$ cat config.mk
export PLATFORM = sky130hd
export DESIGN_NAME = mmn_cell
export DESIGN_NICKNAME = d
export VERILOG_FILES = /design/src/rtl/memory_map_normalizer_assert.svh /design/src/rtl/mmn_pkg.sv /design/src/rtl/mmn_cell.sv
export SDC_FILE = /design/constraint.sdc
export NUM_CORES = 1
export LEC_CHECK = 0
export ABC_CLOCK_PERIOD_IN_PS = 11600
export BUFFER_PORTS_ARGS = -buffer_cell sky130_fd_sc_hd__buf_2
export CAP_MARGIN = 40
export CORE_AREA = 8 8 195 197
export CTS_BUF_LIST = sky130_fd_sc_hd__clkbuf_8
export CTS_CLUSTER_DIAMETER = 80
export DETAILED_ROUTE_END_ITERATION = 8
export DIE_AREA = 0 0 203 205
export GPL_ROUTABILITY_DRIVEN = 0
export GPL_TIMING_DRIVEN = 0
export PLACE_DENSITY = 0.47
export SYNTH_ARGS = -nofsm -noshare
export SYNTH_HDL_FRONTEND = slang
export SYNTH_SLANG_ARGS = --single-unit
$ cat constraint.sdc
create_clock -name clock -period 11.6 [get_ports clock]
set_input_delay 1.16 -clock clock [delete_from_list [all_inputs] [get_ports clock]]
set_output_delay 1.16 -clock clock [all_outputs]
set_load 0.005 [all_outputs]
$ cat src/rtl/memory_map_normalizer_assert.svh
// ----------------------------------------------------------------------------
// Assertion macros for the memory map normalizer
// Short forms for same-cycle and next-cycle implication checks.
// ----------------------------------------------------------------------------
`ifndef MEMORY_MAP_NORMALIZER_ASSERT_SVH
`define MEMORY_MAP_NORMALIZER_ASSERT_SVH

// Check that a implies b in the same cycle
`define MMN_ASSERT_NOW(label, clk, rst, a, b) \
   label: assert property (@(posedge clk) disable iff (rst) (a) |-> (b)) \
      else $error("same-cycle check failed");

// Check that a implies b in the following cycle
`define MMN_ASSERT_NEXT(label, clk, rst, a, b) \
   label: assert property (@(posedge clk) disable iff (rst) (a) |=> (b)) \
      else $error("next-cycle check failed");

`endif

$ cat src/rtl/mmn_pkg.sv
// ----------------------------------------------------------------------------
// Memory map normalizer package
// Shared types, constants and register indexes.
// ----------------------------------------------------------------------------
package mmn_pkg;

   localparam int MAX_ENTRIES_DEF = 32;
   localparam int ADDR_W          = 64;
   localparam int FIELD_W         = 32;
   localparam int PAGE_BITS       = 12;
   localparam int CSR_IDX_W       = 1;

   // Register indexes
   localparam logic [CSR_IDX_W-1:0] CSR_AVAIL_TYPE = 1'd0;
   localparam logic [CSR_IDX_W-1:0] CSR_REQ_FLAGS  = 1'd1;

   localparam logic [FIELD_W-1:0] AVAIL_TYPE_RST = 32'd1;
   localparam logic [FIELD_W-1:0] REQ_FLAGS_RST  = 32'd1;

   // One stored interval [base, end)
   typedef struct packed {
      logic [ADDR_W-1:0] base;
      logic [ADDR_W-1:0] limit;
   } cell_type;

   typedef enum logic [1:0] {
      CELL_HOLD,
      CELL_INSERT,
      CELL_SHIFT
   } cell_mode_type;

   typedef enum logic [2:0] {
      ST_LOAD,
      ST_MERGE,
      ST_ROUND,
      ST_SIZE,
      ST_FINISH
   } mmn_state_type;

   // Result item as held in the output register
   typedef struct packed {
      logic [ADDR_W-1:0] base;
      logic [ADDR_W-1:0] size;
      logic              valid;
      logic              last;
   } region_type;

endpackage

$ cat src/rtl/mmn_cell.sv
// ----------------------------------------------------------------------------
// Sort cell
// Holds one interval of the sorted chain; inserts, holds or shifts toward head.
// ----------------------------------------------------------------------------
module mmn_cell (
   input  logic                   clock,
   input  mmn_pkg::cell_mode_type mode,
   input  logic                   occupied,
   input  mmn_pkg::cell_type      new_item,
   input  mmn_pkg::cell_type      prev_q,
   input  logic                   prev_go,
   input  mmn_pkg::cell_type      next_q,
   output mmn_pkg::cell_type      cell_q,
   output logic                   go
);

   mmn_pkg::cell_type cell_ff;
   mmn_pkg::cell_type cell_in;

   // New item belongs here or before here
   assign go = !occupied || (cell_ff.base > new_item.base);

   always_comb begin
      cell_in = cell_ff;
      case (mode)
         mmn_pkg::CELL_HOLD: begin
            cell_in = cell_ff;
         end
         mmn_pkg::CELL_INSERT: begin
            if (go) begin
               cell_in = prev_go ? prev_q : new_item;
            end
         end
         mmn_pkg::CELL_SHIFT: begin
            cell_in = next_q;
         end
         default: begin
            cell_in = cell_ff;
         end
      endcase
   end

   always_ff @(posedge clock) begin
      cell_ff <= cell_in;
   end

   assign cell_q = cell_ff;

endmodule

# Yosys cells after proc, flatten, opt, wreduce, memory -nomap -nowiden
# Cells that the tools add are included.
# Widths: inputs -> output; s select.
[totals]
wordCells = 13
in_bits = 389
register_bits = 128
output_inout_bits = 129
[classes]
mux = 3
reduce_logical = 4
order_cmp = 1
eq_ne = 3
[ops]
columns = ["cell", "n"]
rows = [
  ["$mux 128", 2],
  ["$pmux 128 s2", 1],
  ["$gt 64x64->1", 1],
  ["$eq 2x1->1 const B", 1],
  ["$eq 2x2->1 const B", 1],
  ["$ne 2x2->1 const B", 1],
  ["$reduce_and 2->1", 1],
  ["$reduce_bool 2->1", 1],
  ["$logic_not 1->1", 1],
  ["$logic_or 1x1->1", 1],
]

# Depth between registers and ports, before layout
[logic_depth]
depth_word = 4
ltp_mapped = 9
mapped_depth_nobuf = 9

# Worst setup path before layout
# Ideal clock, no wire load.
[synth_path]
path_kind = "input -> register"
startpoint = "in new_item[119] (netlist name)"
endpoint = "reg cell_ff (netlist bit cell_q[0]) (enable)"
stages = 9
path_slack_ns = 2.782
required_time_ns = 10.980
arrival_ns = 8.199
setup_ns = 0.620
path_buffers = 0
cell_sequence = "inv_1 -> ha_1 -> nand4_1 -> nor4_2 -> nand2_1 -> or4_1 -> o2bb2ai_1 -> nor2_1 -> o31ai_2"
[synth_via]
elab_chain_cells = 4
[synth_lines]
columns = ["element", "line", "text"]
rows = [
  ["start, declared", "mmn_cell.sv:9", "input mmn_pkg::cell_type new_item,"],
  ["$gt 64x64->1", "mmn_cell.sv:21", "assign go = !occupied || (cell_ff.base > new_item.base);"],
  ["$logic_or 1x1->1", "mmn_cell.sv:21", ""],
  ["$ne 2x2->1 (no source line)", "--", ""],
  ["$reduce_and 2->1 (no source line)", "--", ""],
  ["end signal, assigned", "mmn_cell.sv:44", "cell_ff <= cell_in;"],
  ["end, declared", "mmn_cell.sv:17", "mmn_pkg::cell_type cell_ff;"],
]
# Every way passes these cells.
# A chain may end at the register's enable or synchronous reset.

# Final worst setup path
[layout_path]
startpoint = "in new_item[101] (netlist name)"
endpoint = "out go"
[layout_via]
elab_chain_cells = 2
[layout_lines]
columns = ["element", "line", "text"]
rows = [
  ["$gt 64x64->1", "mmn_cell.sv:21", ""],
  ["$logic_or 1x1->1", "mmn_cell.sv:21", ""],
  ["end, declared", "mmn_cell.sv:14", "output logic go"],
]
# Every way passes these cells.

==> results.cfg <==
[status]
status = finished clean

[floorplan]
pin_count = 518
placeableCoreArea_um2 = 35000
die_span_y_um = 205
start_util_pct = 23.1
num_rows = 69
die_width_um = 203
dieArea_um2 = 41600

[detailed_routing]
route.antenna.remaining_nets = 0
via_count = 7961
post-route-drc-count = 0
finalWirelength_mm = 36.6
routed_wire_length_per_instance_um = 20.2
routed_via_density = 4.39
detail_route.first_pass.iterations = 4
drt_iter0_drc = 288

[synth]
postSynthNetCount = 1243
ys_ff_latch = 128
syn_inst = 790
unique_cell_type_count_in_the_yosys_netlist = 32
synth.yosys.warnings = 0
syn_avg_cell_area_um2 = 10.2
synth_sequential_area_ratio_pct = 47.6
synth_area_um2 = 8070

[sta]
f_max_ghz = 0.219
min_period_over_period_pct = 39.4
hold_viol_final = 0
slew_headroom_pct = 43.7
tightestPinTransition_ps = 844
grt_setup_unrepaired = no
final.setup.worst_slack_ps = 7020
finClkSkew_ps = 15.4
finalSetupViolCount = 0
final_period_minus_worst_setup_slack_ps = 4580
maxSlewViolCount = 0

[cts]
htreeDepth = 4
cts-buffers-inserted = 17
cts_repair_resize_count = 0
numClockSinks = 128
post_cts_hold_buffer_count = 0
post-cts-setup-buffers = 0
root_buffer = sky130_fd_sc_hd__clkbuf_8
max-clock-path-buffers = 2
cts_tree = yes
clkSlewWorstSetupHoldPaths_ps = 90
clkLatencyLatePin_ps = 480

[worst_setup_path]
arrival_ps = 3420
cp.required_ps = 10440
path_max_fanout = 3
crit_path_end_kind = primary output
launching_element_type_of_the_critical_path = input port
timing_worst_setup_path_type = input port to primary output

[place]
pre_cts_ws_ps = 6620
hpwl_mm = 31.6
portBuffers = 516

[finish]
ratio_of_cells_with_drive_above_1_in_the_final_layout_pct = 41.7
fillcell_total = 3765
layout.core_utilization_pct = 33.9
synthToLayoutAreaGrowth_pct = 46.8
finish.net_count = 1791
largest_register_ffs = 128

[power]
switchingPower_uw = 400
power.leakage_nw = 5.77
powerDensity_nw_per_um2 = 113
cell_internal_pwr_uw = 940
power.switching_fraction_pct = 29.8
vdd_ir_drop_max_mv = 0.0655
power_frac_comb_pct = 25.1
pwr-share-clk_pct = 30.9
power_frac_seq_pct = 44.0

[flow_run]
max-cap-violations = 0

[hold_path]
hold_class = input port to register

[global_routing]
aggregate_global_route_resource_usage_pct = 17.1
number_of_antenna_violations_at_the_first_check_in_global_routing = 7
grt_overflow = 0
grt_max_degree = 18
grt_pass1_vias = 8543
grt_first_pass_wirelength_mm = 53.5
[worst max-delay path, cell delays in order]
cell	delay, ps
sky130_fd_sc_hd__buf_2	110
sky130_fd_sc_hd__inv_1	50
sky130_fd_sc_hd__ha_1	290
sky130_fd_sc_hd__nand4_1	180
sky130_fd_sc_hd__nor4_1	460
sky130_fd_sc_hd__nand2_1	160
sky130_fd_sc_hd__or4_1	450
sky130_fd_sc_hd__o2bb2ai_1	160
sky130_fd_sc_hd__nor2_1	90
sky130_fd_sc_hd__o21ai_1	150
sky130_fd_sc_hd__buf_2	150
[per-layer routing]
layer / GRT usage [%] / up-vias / wire, um
met3: 6.50 / 23 / 3040
li1: - / 3952 / -
met4: 3.70 / 6 / 348
met1: 19.2 / 3664 / 14500
met2: 30.4 / 316 / 18700
met5: 0 / - / 40
[layout by cell type (no fill, tap or decap), types with 3 or more instances in the layout]
cell type | Yosys | layout
sky130_fd_sc_hd__nor2_1 | 7 | 7
sky130_fd_sc_hd__a221oi_1 | 3 | 3
sky130_fd_sc_hd__a21oi_1 | 26 | 26
sky130_fd_sc_hd__clkbuf_8 | 0 | 17
sky130_fd_sc_hd__o211ai_1 | 3 | 3
sky130_fd_sc_hd__bufinv_16 | 0 | 3
sky130_fd_sc_hd__buf_8 | 0 | 11
sky130_fd_sc_hd__diode_2 | 0 | 3
sky130_fd_sc_hd__nand3_1 | 7 | 7
sky130_fd_sc_hd__buf_2 | 2 | 518
sky130_fd_sc_hd__mux2i_1 | 128 | 128
sky130_fd_sc_hd__clkinv_1 | 0 | 3
sky130_fd_sc_hd__buf_1 | 12 | 12
sky130_fd_sc_hd__nand2_1 | 145 | 145
sky130_fd_sc_hd__edfxtp_1 | 128 | 128
sky130_fd_sc_hd__ha_1 | 64 | 64
sky130_fd_sc_hd__o21ai_1 | 133 | 133
sky130_fd_sc_hd__clkinv_2 | 0 | 3
sky130_fd_sc_hd__inv_1 | 65 | 65
sky130_fd_sc_hd__a21o_1 | 4 | 4
sky130_fd_sc_hd__clkbuf_1 | 28 | 28
sky130_fd_sc_hd__nand4_1 | 12 | 12
sky130_fd_sc_hd__clkinv_4 | 0 | 3
[logic make-up after synthesis]
| group | synth area share (%) |
|---|---|
| AO/OA/AOI/OAI | 11.5 |
| adder cells (fa/ha/maj) | 9.92 |
| buffers and inverters | 5.01 |
| flip-flops | 47.6 |
| multiplexers | 15.9 |
| AND/OR/NAND/NOR | 10.1 |
[power by group through the flow]
| stage | Combinational [mW] | Clock, mW | Sequential, mW |
|---|---|---|---|
| 2_1_floorplan | 0.144 | 0 | 0.613 |
| 3_3_place_gp | 0.329 | 0 | 0.612 |
| 3_5_place_dp | 0.345 | 0 | 0.600 |
| 4_1_cts | 0.346 | 0.430 | 0.590 |
| 5_1_grt | 0.380 | 0.448 | 0.595 |
| 6_report | 0.337 | 0.413 | 0.589 |
[path summary, 6_finish.rpt]
path | from | to | slack [ps] | depth (start not counted)
setup / recovery | new_item[101] | go | 7020 | 11
hold / removal | next_q[64] | cell_q[64] | 960 | 3
setup reg to reg | cell_q[101] | cell_q[9] | 7610 | 12
hold reg to reg | cell_q[127] | cell_q[46] | 1480 | 6
[metrics by stage]
step	cell area (um^2)	total power, mW	TNS, ps	std cells	hold slack, ps
2_1_floorplan	8070	0.757	0	790	1350
3_3_place_gp	11200	0.942	-176420	1767	1440
3_5_place_dp	11400	0.945	0	1780	1440
4_1_cts	11800	1.37	0	1812	905
5_1_grt	11900	1.42	0	1814	912
6_report	11900	1.34	0	1815	962
[cell type report]
type                       instances  area (um^2)  area share (%)
clock buffer                      17          234            1.97
sequential                       128         3840            32.4
inverter                          65          244            2.06
timing repair buffer             529         2790            23.5
multi-input combinational        555         3830            32.3
clock inverter                    15          168            1.41
buffer                            42          160            1.35
antenna                            3         7.51          0.0633
tap                              461          577            4.87
[synth_stat cells, drive strengths merged]
cell	instances	share of area (%)
nor2	7	0.33
nand3	7	0.43
nand2b	2	0.15
a221oi	3	0.33
edfxtp	128	48
o21ai	135	8.4
a21oi	26	1.6
inv	65	3.0
mux2i	128	16
a2111oi	1	0.11
nor2b	2	0.15
buf	14	0.68
nor4b	1	0.11
and4	1	0.11
nor3	2	0.12
or4	2	0.19
o211ai	3	0.28
a21o	4	0.37
nor4	3	0.31
clkbuf	28	1.3
or3	1	0.078
nand4	14	1.3
o2bb2ai	1	0.11
nand2	145	6.7
ha	64	9.9
o31ai	1	0.15
a211oi	2	0.19
Power figures use the tool's default switching activity.
