File: src/rtl/memory_map_normalizer_assert.svh
// ----------------------------------------------------------------------------
// Assertion macros for the memory map normalizer
// Short forms for same-cycle and next-cycle implication checks.
// ----------------------------------------------------------------------------
`ifndef MEMORY_MAP_NORMALIZER_ASSERT_SVH
`define MEMORY_MAP_NORMALIZER_ASSERT_SVH

// Check that a implies b in the same cycle
`define MMN_ASSERT_NOW(label, clk, rst, a, b) \
   label: assert property (@(posedge clk) disable iff (rst) (a) |-> (b)) \
      else $error("same-cycle check failed");

// Check that a implies b in the following cycle
`define MMN_ASSERT_NEXT(label, clk, rst, a, b) \
   label: assert property (@(posedge clk) disable iff (rst) (a) |=> (b)) \
      else $error("next-cycle check failed");

`endif

File: src/rtl/mmn_pkg.sv
// ----------------------------------------------------------------------------
// Memory map normalizer package
// Shared types, constants and register indexes.
// ----------------------------------------------------------------------------
package mmn_pkg;

   localparam int MAX_ENTRIES_DEF = 32;
   localparam int ADDR_W          = 64;
   localparam int FIELD_W         = 32;
   localparam int PAGE_BITS       = 12;
   localparam int CSR_IDX_W       = 1;

   // Register indexes
   localparam logic [CSR_IDX_W-1:0] CSR_AVAIL_TYPE = 1'd0;
   localparam logic [CSR_IDX_W-1:0] CSR_REQ_FLAGS  = 1'd1;

   localparam logic [FIELD_W-1:0] AVAIL_TYPE_RST = 32'd1;
   localparam logic [FIELD_W-1:0] REQ_FLAGS_RST  = 32'd1;

   // One stored interval [base, end)
   typedef struct packed {
      logic [ADDR_W-1:0] base;
      logic [ADDR_W-1:0] limit;
   } cell_type;

   typedef enum logic [1:0] {
      CELL_HOLD,
      CELL_INSERT,
      CELL_SHIFT
   } cell_mode_type;

   typedef enum logic [2:0] {
      ST_LOAD,
      ST_MERGE,
      ST_ROUND,
      ST_SIZE,
      ST_FINISH
   } mmn_state_type;

   // Result item as held in the output register
   typedef struct packed {
      logic [ADDR_W-1:0] base;
      logic [ADDR_W-1:0] size;
      logic              valid;
      logic              last;
   } region_type;

endpackage

File: src/rtl/mmn_merge.sv
// ----------------------------------------------------------------------------
// Merge and page-round unit
// Drains the sorted chain, merges intervals, rounds to pages and emits items.
// ----------------------------------------------------------------------------
module mmn_merge #(
   parameter int MAX_ENTRIES = mmn_pkg::MAX_ENTRIES_DEF
) (
   input  logic                                 clock,
   input  logic                                 reset,
   input  logic                                 start,
   input  logic [$clog2(MAX_ENTRIES+1)-1:0]     start_count,
   input  mmn_pkg::cell_type                    head,
   output logic                                 busy,
   output logic                                 shift,
   input  logic                                 rsp_stall,
   output logic                                 rsp_valid,
   output mmn_pkg::region_type                  rsp_item
);

   localparam int CNT_W = $clog2(MAX_ENTRIES + 1);
   localparam int AW    = mmn_pkg::ADDR_W;
   localparam int PB    = mmn_pkg::PAGE_BITS;

   mmn_pkg::mmn_state_type state_ff, state_in;
   logic [CNT_W-1:0]    remain_ff, remain_in;
   logic                have_ff, have_in;
   logic [AW-1:0]       cs_ff, cs_in, ce_ff, ce_in;
   logic [AW-1:0]       cand_s_ff, cand_s_in, cand_e_ff, cand_e_in;
   logic                final_ff, final_in;
   logic [AW-1:0]       rl_ff, rl_in, rh_ff, rh_in;
   logic                rok_ff, rok_in;
   logic                pend_v_ff, pend_v_in;
   logic [AW-1:0]       pend_b_ff, pend_b_in, pend_s_ff, pend_s_in;
   logic                out_v_ff, out_v_in;
   mmn_pkg::region_type out_ff, out_in;

   logic                out_free;
   logic                start_ok;
   logic [AW-1:0]       lo_val;
   logic [AW-1:0]       hi_val;

   assign out_free = !out_v_ff || !rsp_stall;

   // Round start up and end down to a page
   assign start_ok = (cand_s_ff[AW-1:PB] != {(AW-PB){1'b1}}) ||
                     (cand_s_ff[PB-1:0] == '0);
   assign lo_val   = (cand_s_ff[PB-1:0] != '0) ?
                     {cand_s_ff[AW-1:PB] + (AW-PB)'(1), {PB{1'b0}}} : cand_s_ff;
   assign hi_val   = {cand_e_ff[AW-1:PB], {PB{1'b0}}};

   // Next state and datapath
   always_comb begin
      state_in  = state_ff;
      remain_in = remain_ff;
      have_in   = have_ff;
      cs_in     = cs_ff;
      ce_in     = ce_ff;
      cand_s_in = cand_s_ff;
      cand_e_in = cand_e_ff;
      final_in  = final_ff;
      rl_in     = rl_ff;
      rh_in     = rh_ff;
      rok_in    = rok_ff;
      pend_v_in = pend_v_ff;
      pend_b_in = pend_b_ff;
      pend_s_in = pend_s_ff;
      out_v_in  = out_v_ff && rsp_stall;
      out_in    = out_ff;
      shift     = 1'b0;
      case (state_ff)
         mmn_pkg::ST_LOAD: begin
            if (start) begin
               state_in  = mmn_pkg::ST_MERGE;
               remain_in = start_count;
               have_in   = 1'b0;
               pend_v_in = 1'b0;
            end
         end
         mmn_pkg::ST_MERGE: begin
            if (remain_ff != '0) begin
               shift     = 1'b1;
               remain_in = remain_ff - CNT_W'(1);
               if (!have_ff) begin
                  have_in = 1'b1;
                  cs_in   = head.base;
                  ce_in   = head.limit;
               end else if (head.base <= ce_ff) begin
                  if (head.limit > ce_ff) begin
                     ce_in = head.limit;
                  end
               end else begin
                  cand_s_in = cs_ff;
                  cand_e_in = ce_ff;
                  final_in  = 1'b0;
                  cs_in     = head.base;
                  ce_in     = head.limit;
                  state_in  = mmn_pkg::ST_ROUND;
               end
            end else if (have_ff) begin
               cand_s_in = cs_ff;
               cand_e_in = ce_ff;
               final_in  = 1'b1;
               have_in   = 1'b0;
               state_in  = mmn_pkg::ST_ROUND;
            end else begin
               state_in = mmn_pkg::ST_FINISH;
            end
         end
         mmn_pkg::ST_ROUND: begin
            rl_in    = lo_val;
            rh_in    = hi_val;
            rok_in   = start_ok && (hi_val > lo_val);
            state_in = mmn_pkg::ST_SIZE;
         end
         mmn_pkg::ST_SIZE: begin
            if (rok_ff && pend_v_ff) begin
               // Emit the pending region, keep the new one
               if (out_free) begin
                  out_v_in       = 1'b1;
                  out_in.base    = pend_b_ff;
                  out_in.size    = pend_s_ff;
                  out_in.valid   = 1'b1;
                  out_in.last    = 1'b0;
                  pend_b_in      = rl_ff;
                  pend_s_in      = rh_ff - rl_ff;
                  state_in       = final_ff ? mmn_pkg::ST_FINISH : mmn_pkg::ST_MERGE;
               end
            end else begin
               if (rok_ff) begin
                  pend_v_in = 1'b1;
                  pend_b_in = rl_ff;
                  pend_s_in = rh_ff - rl_ff;
               end
               state_in = final_ff ? mmn_pkg::ST_FINISH : mmn_pkg::ST_MERGE;
            end
         end
         mmn_pkg::ST_FINISH: begin
            if (out_free) begin
               out_v_in     = 1'b1;
               out_in.base  = pend_v_ff ? pend_b_ff : '0;
               out_in.size  = pend_v_ff ? pend_s_ff : '0;
               out_in.valid = pend_v_ff;
               out_in.last  = 1'b1;
               pend_v_in    = 1'b0;
               state_in     = mmn_pkg::ST_LOAD;
            end
         end
         default: begin
            state_in = mmn_pkg::ST_LOAD;
         end
      endcase
   end

   // Control registers
   always_ff @(posedge clock) begin
      if (reset) begin
         state_ff  <= mmn_pkg::ST_LOAD;
         remain_ff <= '0;
         have_ff   <= 1'b0;
         final_ff  <= 1'b0;
         rok_ff    <= 1'b0;
         pend_v_ff <= 1'b0;
         out_v_ff  <= 1'b0;
      end else begin
         state_ff  <= state_in;
         remain_ff <= remain_in;
         have_ff   <= have_in;
         final_ff  <= final_in;
         rok_ff    <= rok_in;
         pend_v_ff <= pend_v_in;
         out_v_ff  <= out_v_in;
      end
   end

   // Payload registers
   always_ff @(posedge clock) begin
      cs_ff     <= cs_in;
      ce_ff     <= ce_in;
      cand_s_ff <= cand_s_in;
      cand_e_ff <= cand_e_in;
      rl_ff     <= rl_in;
      rh_ff     <= rh_in;
      pend_b_ff <= pend_b_in;
      pend_s_ff <= pend_s_in;
      out_ff    <= out_in;
   end

   assign busy      = (state_ff != mmn_pkg::ST_LOAD);
   assign rsp_valid = out_v_ff;
   assign rsp_item  = out_ff;

endmodule
File: config.mk
export PLATFORM = sky130hd
export DESIGN_NAME = mmn_merge
export DESIGN_NICKNAME = d
export VERILOG_FILES = /design/src/rtl/memory_map_normalizer_assert.svh /design/src/rtl/mmn_pkg.sv /design/src/rtl/mmn_merge.sv
export SDC_FILE = /design/constraint.sdc
export NUM_CORES = 1
export LEC_CHECK = 0
export BUFFER_PORTS_ARGS = -buffer_cell sky130_fd_sc_hd__buf_2
export CAP_MARGIN = 20
export CELL_PAD_IN_SITES_DETAIL_PLACEMENT = 0
export CELL_PAD_IN_SITES_GLOBAL_PLACEMENT = 1
export CORE_MARGIN = 4
export CORE_UTILIZATION = 45
export CTS_CLUSTER_SIZE = 16
export DETAILED_ROUTE_END_ITERATION = 16
export GPL_TIMING_DRIVEN = 0
export HOLD_SLACK_MARGIN = 0.05
export MAX_ROUTING_LAYER = met4
export PLACE_DENSITY_LB_ADDON = 0.1
export SLEW_MARGIN = 5
export SYNTH_ARGS = -nofsm -noshare
export SYNTH_HDL_FRONTEND = slang
export SYNTH_SLANG_ARGS = --single-unit
File: constraint.sdc
create_clock -name clock -period 10.1 [get_ports clock]
set_clock_uncertainty 0.1 [all_clocks]
set_input_delay 0 -clock clock [delete_from_list [all_inputs] [get_ports clock]]
set_output_delay 0 -clock clock [all_outputs]
set_load 0.005 [all_outputs]
# After elaboration in Yosys (flattened, before gate mapping)
# Cells that the tools add are included.
word_totals:
  elab_cells: 123
  rom_bits: 0
  memories: 0
  latch_bits: 0
  ram_bits: 0
  regBits: 644
op_classes:
  n_eq_ne: 19
  muxes: 54
  multipliers: 0
  div_mod_pow: 0
  n_bitwise: 0
  n_reduce_logical: 25
  n_lt_le_gt_ge: 3
  add_sub_neg: 3
  n_shift: 0
ops:
  columns: ["operator", "n"]
  rows:
  - ["$mux 64", 22]
  - ["$mux 130", 3]
  - ["$pmux 130 s2", 1]
  - ["$gt 64x64->1", 2]
  - ["$le 64x64->1", 1]
  - ["$sub 64x64->64", 1]
  - ["$add 52x1->52 const B", 1]
  - ["$ne 52x52->1 const B", 1]
  - ["$mux 3", 9]
  - ["$ne 2x2->1 const B", 10]
  - ["$pmux 3 s5", 1]
  - ["$reduce_and 3->1", 5]
  - ["$logic_not 12->1", 1]
  - ["$mux 1", 12]
  - ["$mux 6", 2]
  - ["$pmux 6 s2", 1]
  - ["$reduce_bool 12->1", 1]
  - ["$reduce_and 5->1", 2]
  - ["$ne 3x3->1 const B", 3]
  - ["$eq 3x2->1 const B", 2]
  - ["$reduce_bool 2->1", 3]
  - ["$reduce_bool 3->1", 2]
  - ["$reduce_bool 6->1", 1]
  - ["$sub 6x1->6 const B", 1]
  - ["11 further kinds", 16]

# Depth between registers and ports, before layout
logic_depth:
  ltp_word: 5
  ltp_mapped: 21
  depth_no_buf: 20

# Worst setup path after synthesis
# OpenSTA, ideal clock, no wires.
synth_path:
  path_type: "register to register"
  start: "reg ce_ff[60]"
  end: "reg cand_e_ff[12] (enable)"
  path_stages_with_launch: 11
  arrival_ps: 7613
  period_less_slack_ps: 8343
  setup_time_ps: 630
  path_buffers: 0
  path_slack_ps: 1757
  path_cell_list: "edfxtp_1 -> inv_1 -> ha_1 -> nand4_1 -> nor4_1 -> nand3_1 -> or3_1 -> a31oi_1 -> a2111o_1 -> o21ai_0 -> a21oi_1"
synth_between:
  elab_chain_cells: 3
synth_lines:
  columns: ["item", "line_no", "rtl"]
  rows:
  - ["start, declared", "mmn_merge.sv:27", "logic [AW-1:0] cs_ff, cs_in, ce_ff, ce_in;"]
  - ["start signal, assigned", "mmn_merge.sv:178", "ce_ff <= ce_in;"]
  - ["$le 64x64->1", "mmn_merge.sv:87", "end else if (head.base <= ce_ff) begin"]
  - ["$ne 2x2->1 (no line)", null, null]
  - ["$reduce_and 3->1 (no line)", null, null]
  - ["end signal, assigned", "mmn_merge.sv:180", "cand_e_ff <= cand_e_in;"]
  - ["end, declared", "mmn_merge.sv:28", "logic [AW-1:0] cand_s_ff, cand_s_in, cand_e_ff, cand_e_in;"]
# Every way passes these cells.
# A chain may end at the register's enable or synchronous reset.

# Worst setup path after layout
layout_path:
  start: "reg cand_s_ff[17]"
  end: "reg rok_ff"
layout_between:
  elab_chain_cells: 4
  word_cells_on_any_way: 6
  classes_between: "1 x add/sub; 1 x order compare; 1 x eq/ne; 1 x mux; 2 x reduce/logical"
layout_lines:
  columns: ["item", "line_no", "rtl"]
  rows:
  - ["start, declared", "mmn_merge.sv:28", null]
  - ["start signal, assigned", "mmn_merge.sv:179", "cand_s_ff <= cand_s_in;"]
  - ["$add 52x1->52", "mmn_merge.sv:48", "{cand_s_ff[AW-1:PB] + (AW-PB)'(1), {PB{1'b0}}} : cand_s_ff;"]
  - ["$mux 64", "mmn_merge.sv:47", "assign lo_val = (cand_s_ff[PB-1:0] != '0) ?"]
  - ["net lo_val[63]", "mmn_merge.sv:39", "logic [AW-1:0] lo_val;"]
  - ["$gt 64x64->1", "mmn_merge.sv:112", "rok_in = start_ok && (hi_val > lo_val);"]
  - ["$logic_and 1x1->1", "mmn_merge.sv:112", null]
  - ["end signal, assigned", "mmn_merge.sv:169", "rok_ff <= rok_in;"]
  - ["end, declared", "mmn_merge.sv:31", "logic rok_ff, rok_in;"]
# The timed path passes the listed nets, and every way through them passes these cells.

==> flow_summary.ini <==
[outcome]
status = finished, final reports clean

[route]
wl_met2_mm = 30.29
route.detailed.drc = 0
maxUsedRoutingLayer = met4
ant_nets = 0
viasPerCell = 4.968
wl_met1_mm = 31.35
detailedRoute.firstPassIterationCount = 5
routed-via-count = 18070
wirelength_mm = 66.73
drtIter0Drc = 1009
wl_met3_mm = 3.093
detail_route.wl_per_cell_um = 18.35

[floorplanning]
die_w_um = 261.5
start_util = 0.4567
ios = 271
die_area_um2 = 68370
core_um2 = 63310
rows = 92
die_h_um = 261.5

[critical_path]
critical-path-max-stage-delay_ns = 0.63
cp-start-kind = flip-flop
worstPathArrival_ns = 5.53
r2r_slack_ns = 4.91
path_max_fanout = 7
reg2reg_depth = 20
crit_path_cell_trace = nand3_2 -> nor2_4 -> nand4_2 -> or3_1 -> nand2b_1 -> buf_2 -> nor4_1 -> nand2_1 -> nor2_1 -> xor2_1 -> inv_1 -> ha_1 -> nand4_1 -> nor2_1 -> nand4_1 -> nor3_1 -> nor4_1 -> buf_2 -> o21ai_0 -> o32ai_1
cp_slowest_cell = nor4_1
critPathKind = flip-flop to flip-flop
end_kind = flip-flop
r2r-start = cand_s_ff[17]$_DFFE_PP_
crit_required_ns = 10.45
r2r-end = rok_ff$_SDFFE_PP0P_

[clock_tree]
cts_setup_buffers = 0
htree_num_levels = 3
cts-root-buf = clkbuf_16
cts_buffer_depth = 3
clkTransAtPathRegs_ns = 0.06
clock-sinks = 630
cts-buffers-inserted = 69
cts_tree = built
clock_latency_ns = 0.60

[pwr]
p_per_area_nw_per_um2 = 239.3
p_total_w = 0.008755
leakagePower_nw = 14.65
vdd_drop_max_mv = 0.1981

[grt]
grt_max_degree = 67
antenna_found_initial = 5
track_usage = 0.2004
grt_pass1_wl_mm = 102.2
first_global_vias = 18090
grt_overflow = 0

[yosys]
syn_avg_cell_area_um2 = 13.66
synth-seq-cells = 630
synth-edff-count = 616
yosysSeqAreaShare = 0.6495
async_flop_share = 0
yosys_warnings = 0
synth_ff_type = edfxtp_1
synth.cell_area_um2 = 28910
synth_cell_types = 77
syn_inst = 2117

[sta]
hold_slack_ns = 0.08234
rsz0062_at_grt = no
setup_tns_ns = 0
tightest_slew_ns = 0.9698
min_period_over_period = 0.5138
min_period_ns = 5.189
slew_viol_final = 0
relSlewSlack = 0.3535
setup_viol = 0
hold_viol = 0
fmax_mhz = 192.7

[job]
drv_cap = 0

[cells_and_area]
layout.nets = 3102
final_common_cell = edfxtp_1
layout-drive-gt1-share = 0.1511
layout_common_cells = edfxtp_1, buf_2, dlygate4sd3_1
area_growth_pct = 26.53

[min_path]
min-delay-start = head[92]
min_path_cells = 2
hp-class = input pin to flip-flop
worst_hold_path.endpoint = cs_ff[28]$_DFFE_PP_

[place]
gp_congestion = 0.8873
io_buffers = 270
dp_hpwl_mm = 50.55
-- repair_timing --
item | CTS | global route
resized for setup | 0 | 0
endpoints found under the hold margin | 224 | 0
hold buffers | 243 | 0
-- Yosys cell counts (all sizes together) (10+ instances only) --
master | instances | area, µm²
nor4 | 14 | 108.9
nor2b | 150 | 938.4
ha | 234 | 2928
xnor2 | 60 | 525.5
nor3 | 27 | 140.1
and2 | 10 | 62.56
a21o | 90 | 675.7
nand2b | 20 | 132.6
nand3 | 39 | 200.2
nand2 | 99 | 371.6
clkbuf | 38 | 142.6
and4 | 11 | 96.34
o21ai | 63 | 319.1
nor2 | 76 | 292.8
a21oi | 115 | 575.6
or3 | 12 | 85.08
edfxtp | 616 | 18500
nand4 | 55 | 350.3
inv | 199 | 747.0
dfxtp | 14 | 280.3
and3 | 15 | 93.84
xor2 | 49 | 429.2
-- area by class of cell --
| class | instances | area (µm²) |
|---|---|---|
| repair buffers | 531 | 4161 |
| flip-flops and latches | 630 | 18780 |
| multi-input cells | 1259 | 9326 |
| well taps | 846 | 1059 |
| diodes | 5 | 12.51 |
| inverters | 199 | 747.0 |
| plain buffers | 40 | 155.1 |
| fillers | 5148 | 26730 |
| clock inverters | 47 | 533.0 |
| clock buffers | 80 | 1810 |
-- metrics by stage --
stage | cells | util | area [µm²] | setup slack (ns)
floorplan | 2128 | - | 28950 | 1.757
finish | 3637 | 0.5778 | 36580 | 4.911
global route | 3637 | 0.5778 | 36580 | 4.574
detailed placement | 3262 | 0.5022 | 31790 | 4.735
global placement | 3244 | 0.4954 | 31360 | -1.990
CTS | 3632 | 0.5776 | 36570 | 4.710
-- worst max-delay path by stage --
stage,to,startpoint
after floorplan,cand_e_ff[12]$_DFFE_PP_,ce_ff[60]$_DFFE_PP_
after global routing,rok_ff$_SDFFE_PP0P_,cand_s_ff[17]$_DFFE_PP_
after global placement,cand_e_ff[56]$_DFFE_PP_,ce_ff[58]$_DFFE_PP_
final,rok_ff$_SDFFE_PP0P_,cand_s_ff[17]$_DFFE_PP_
after detailed placement,rok_ff$_SDFFE_PP0P_,cand_s_ff[17]$_DFFE_PP_
after CTS,rok_ff$_SDFFE_PP0P_,cand_s_ff[17]$_DFFE_PP_
-- per-layer routing --
layer,track usage,up-vias
met3,0.03133,113
met4,0.06688,0
li1,-,9080
met2,0.3079,441
met5,-,-
met1,0.2757,8436
-- flip-flops by register name, indices dropped and copies added (netlist names) --
name / cells
remain_ff: 6
pend_b_ff: 64
have_ff: 1
rsp_item: 129
cs_ff: 64
rok_ff: 1
rsp_valid: 1
cand_e_ff: 52
pend_v_ff: 1
pend_s_ff: 63
ce_ff: 64
rl_ff: 64
cand_s_ff: 64
final_ff: 1
rh_ff: 52
state_ff: 3
-- worst max-delay path, delay by kind of cell (launching register included) --
family / cells / cell delay (ns)
DFF: 1 / 0.42
buffers and inverters: 3 / 0.42
AOI/OAI and AO/OA: 2 / 0.47
adders and majority gates: 1 / 0.32
and+or+nand+nor: 13 / 3.07
xor gates and xnor gates: 1 / 0.23
-- report_power, final --
part           switching, W  leakage [nW]  internal (W)  total, W
Clock               0.00101          1.15       0.00157   0.00258
Sequential         0.000227          5.72       0.00358   0.00381
Combinational       0.00142          7.78      0.000939   0.00236
Total               0.00266          14.6       0.00610   0.00876
-- cells by family (layout without fill, tap and decap cells) --
family          Yosys count  count (layout)  share of synthesized area
simple gates            539             539                     0.1023
xor+xnor                109             109                    0.03302
flops                   630             630                     0.6495
buf+inv                 239             897                    0.03120
other cells               1              17                  0.0001297
mux                       2               2                  0.0007357
fa+ha+maj               234             234                     0.1013
compound gates          363             363                    0.08192
No activity file was read; power rests on OpenSTA's default activity.
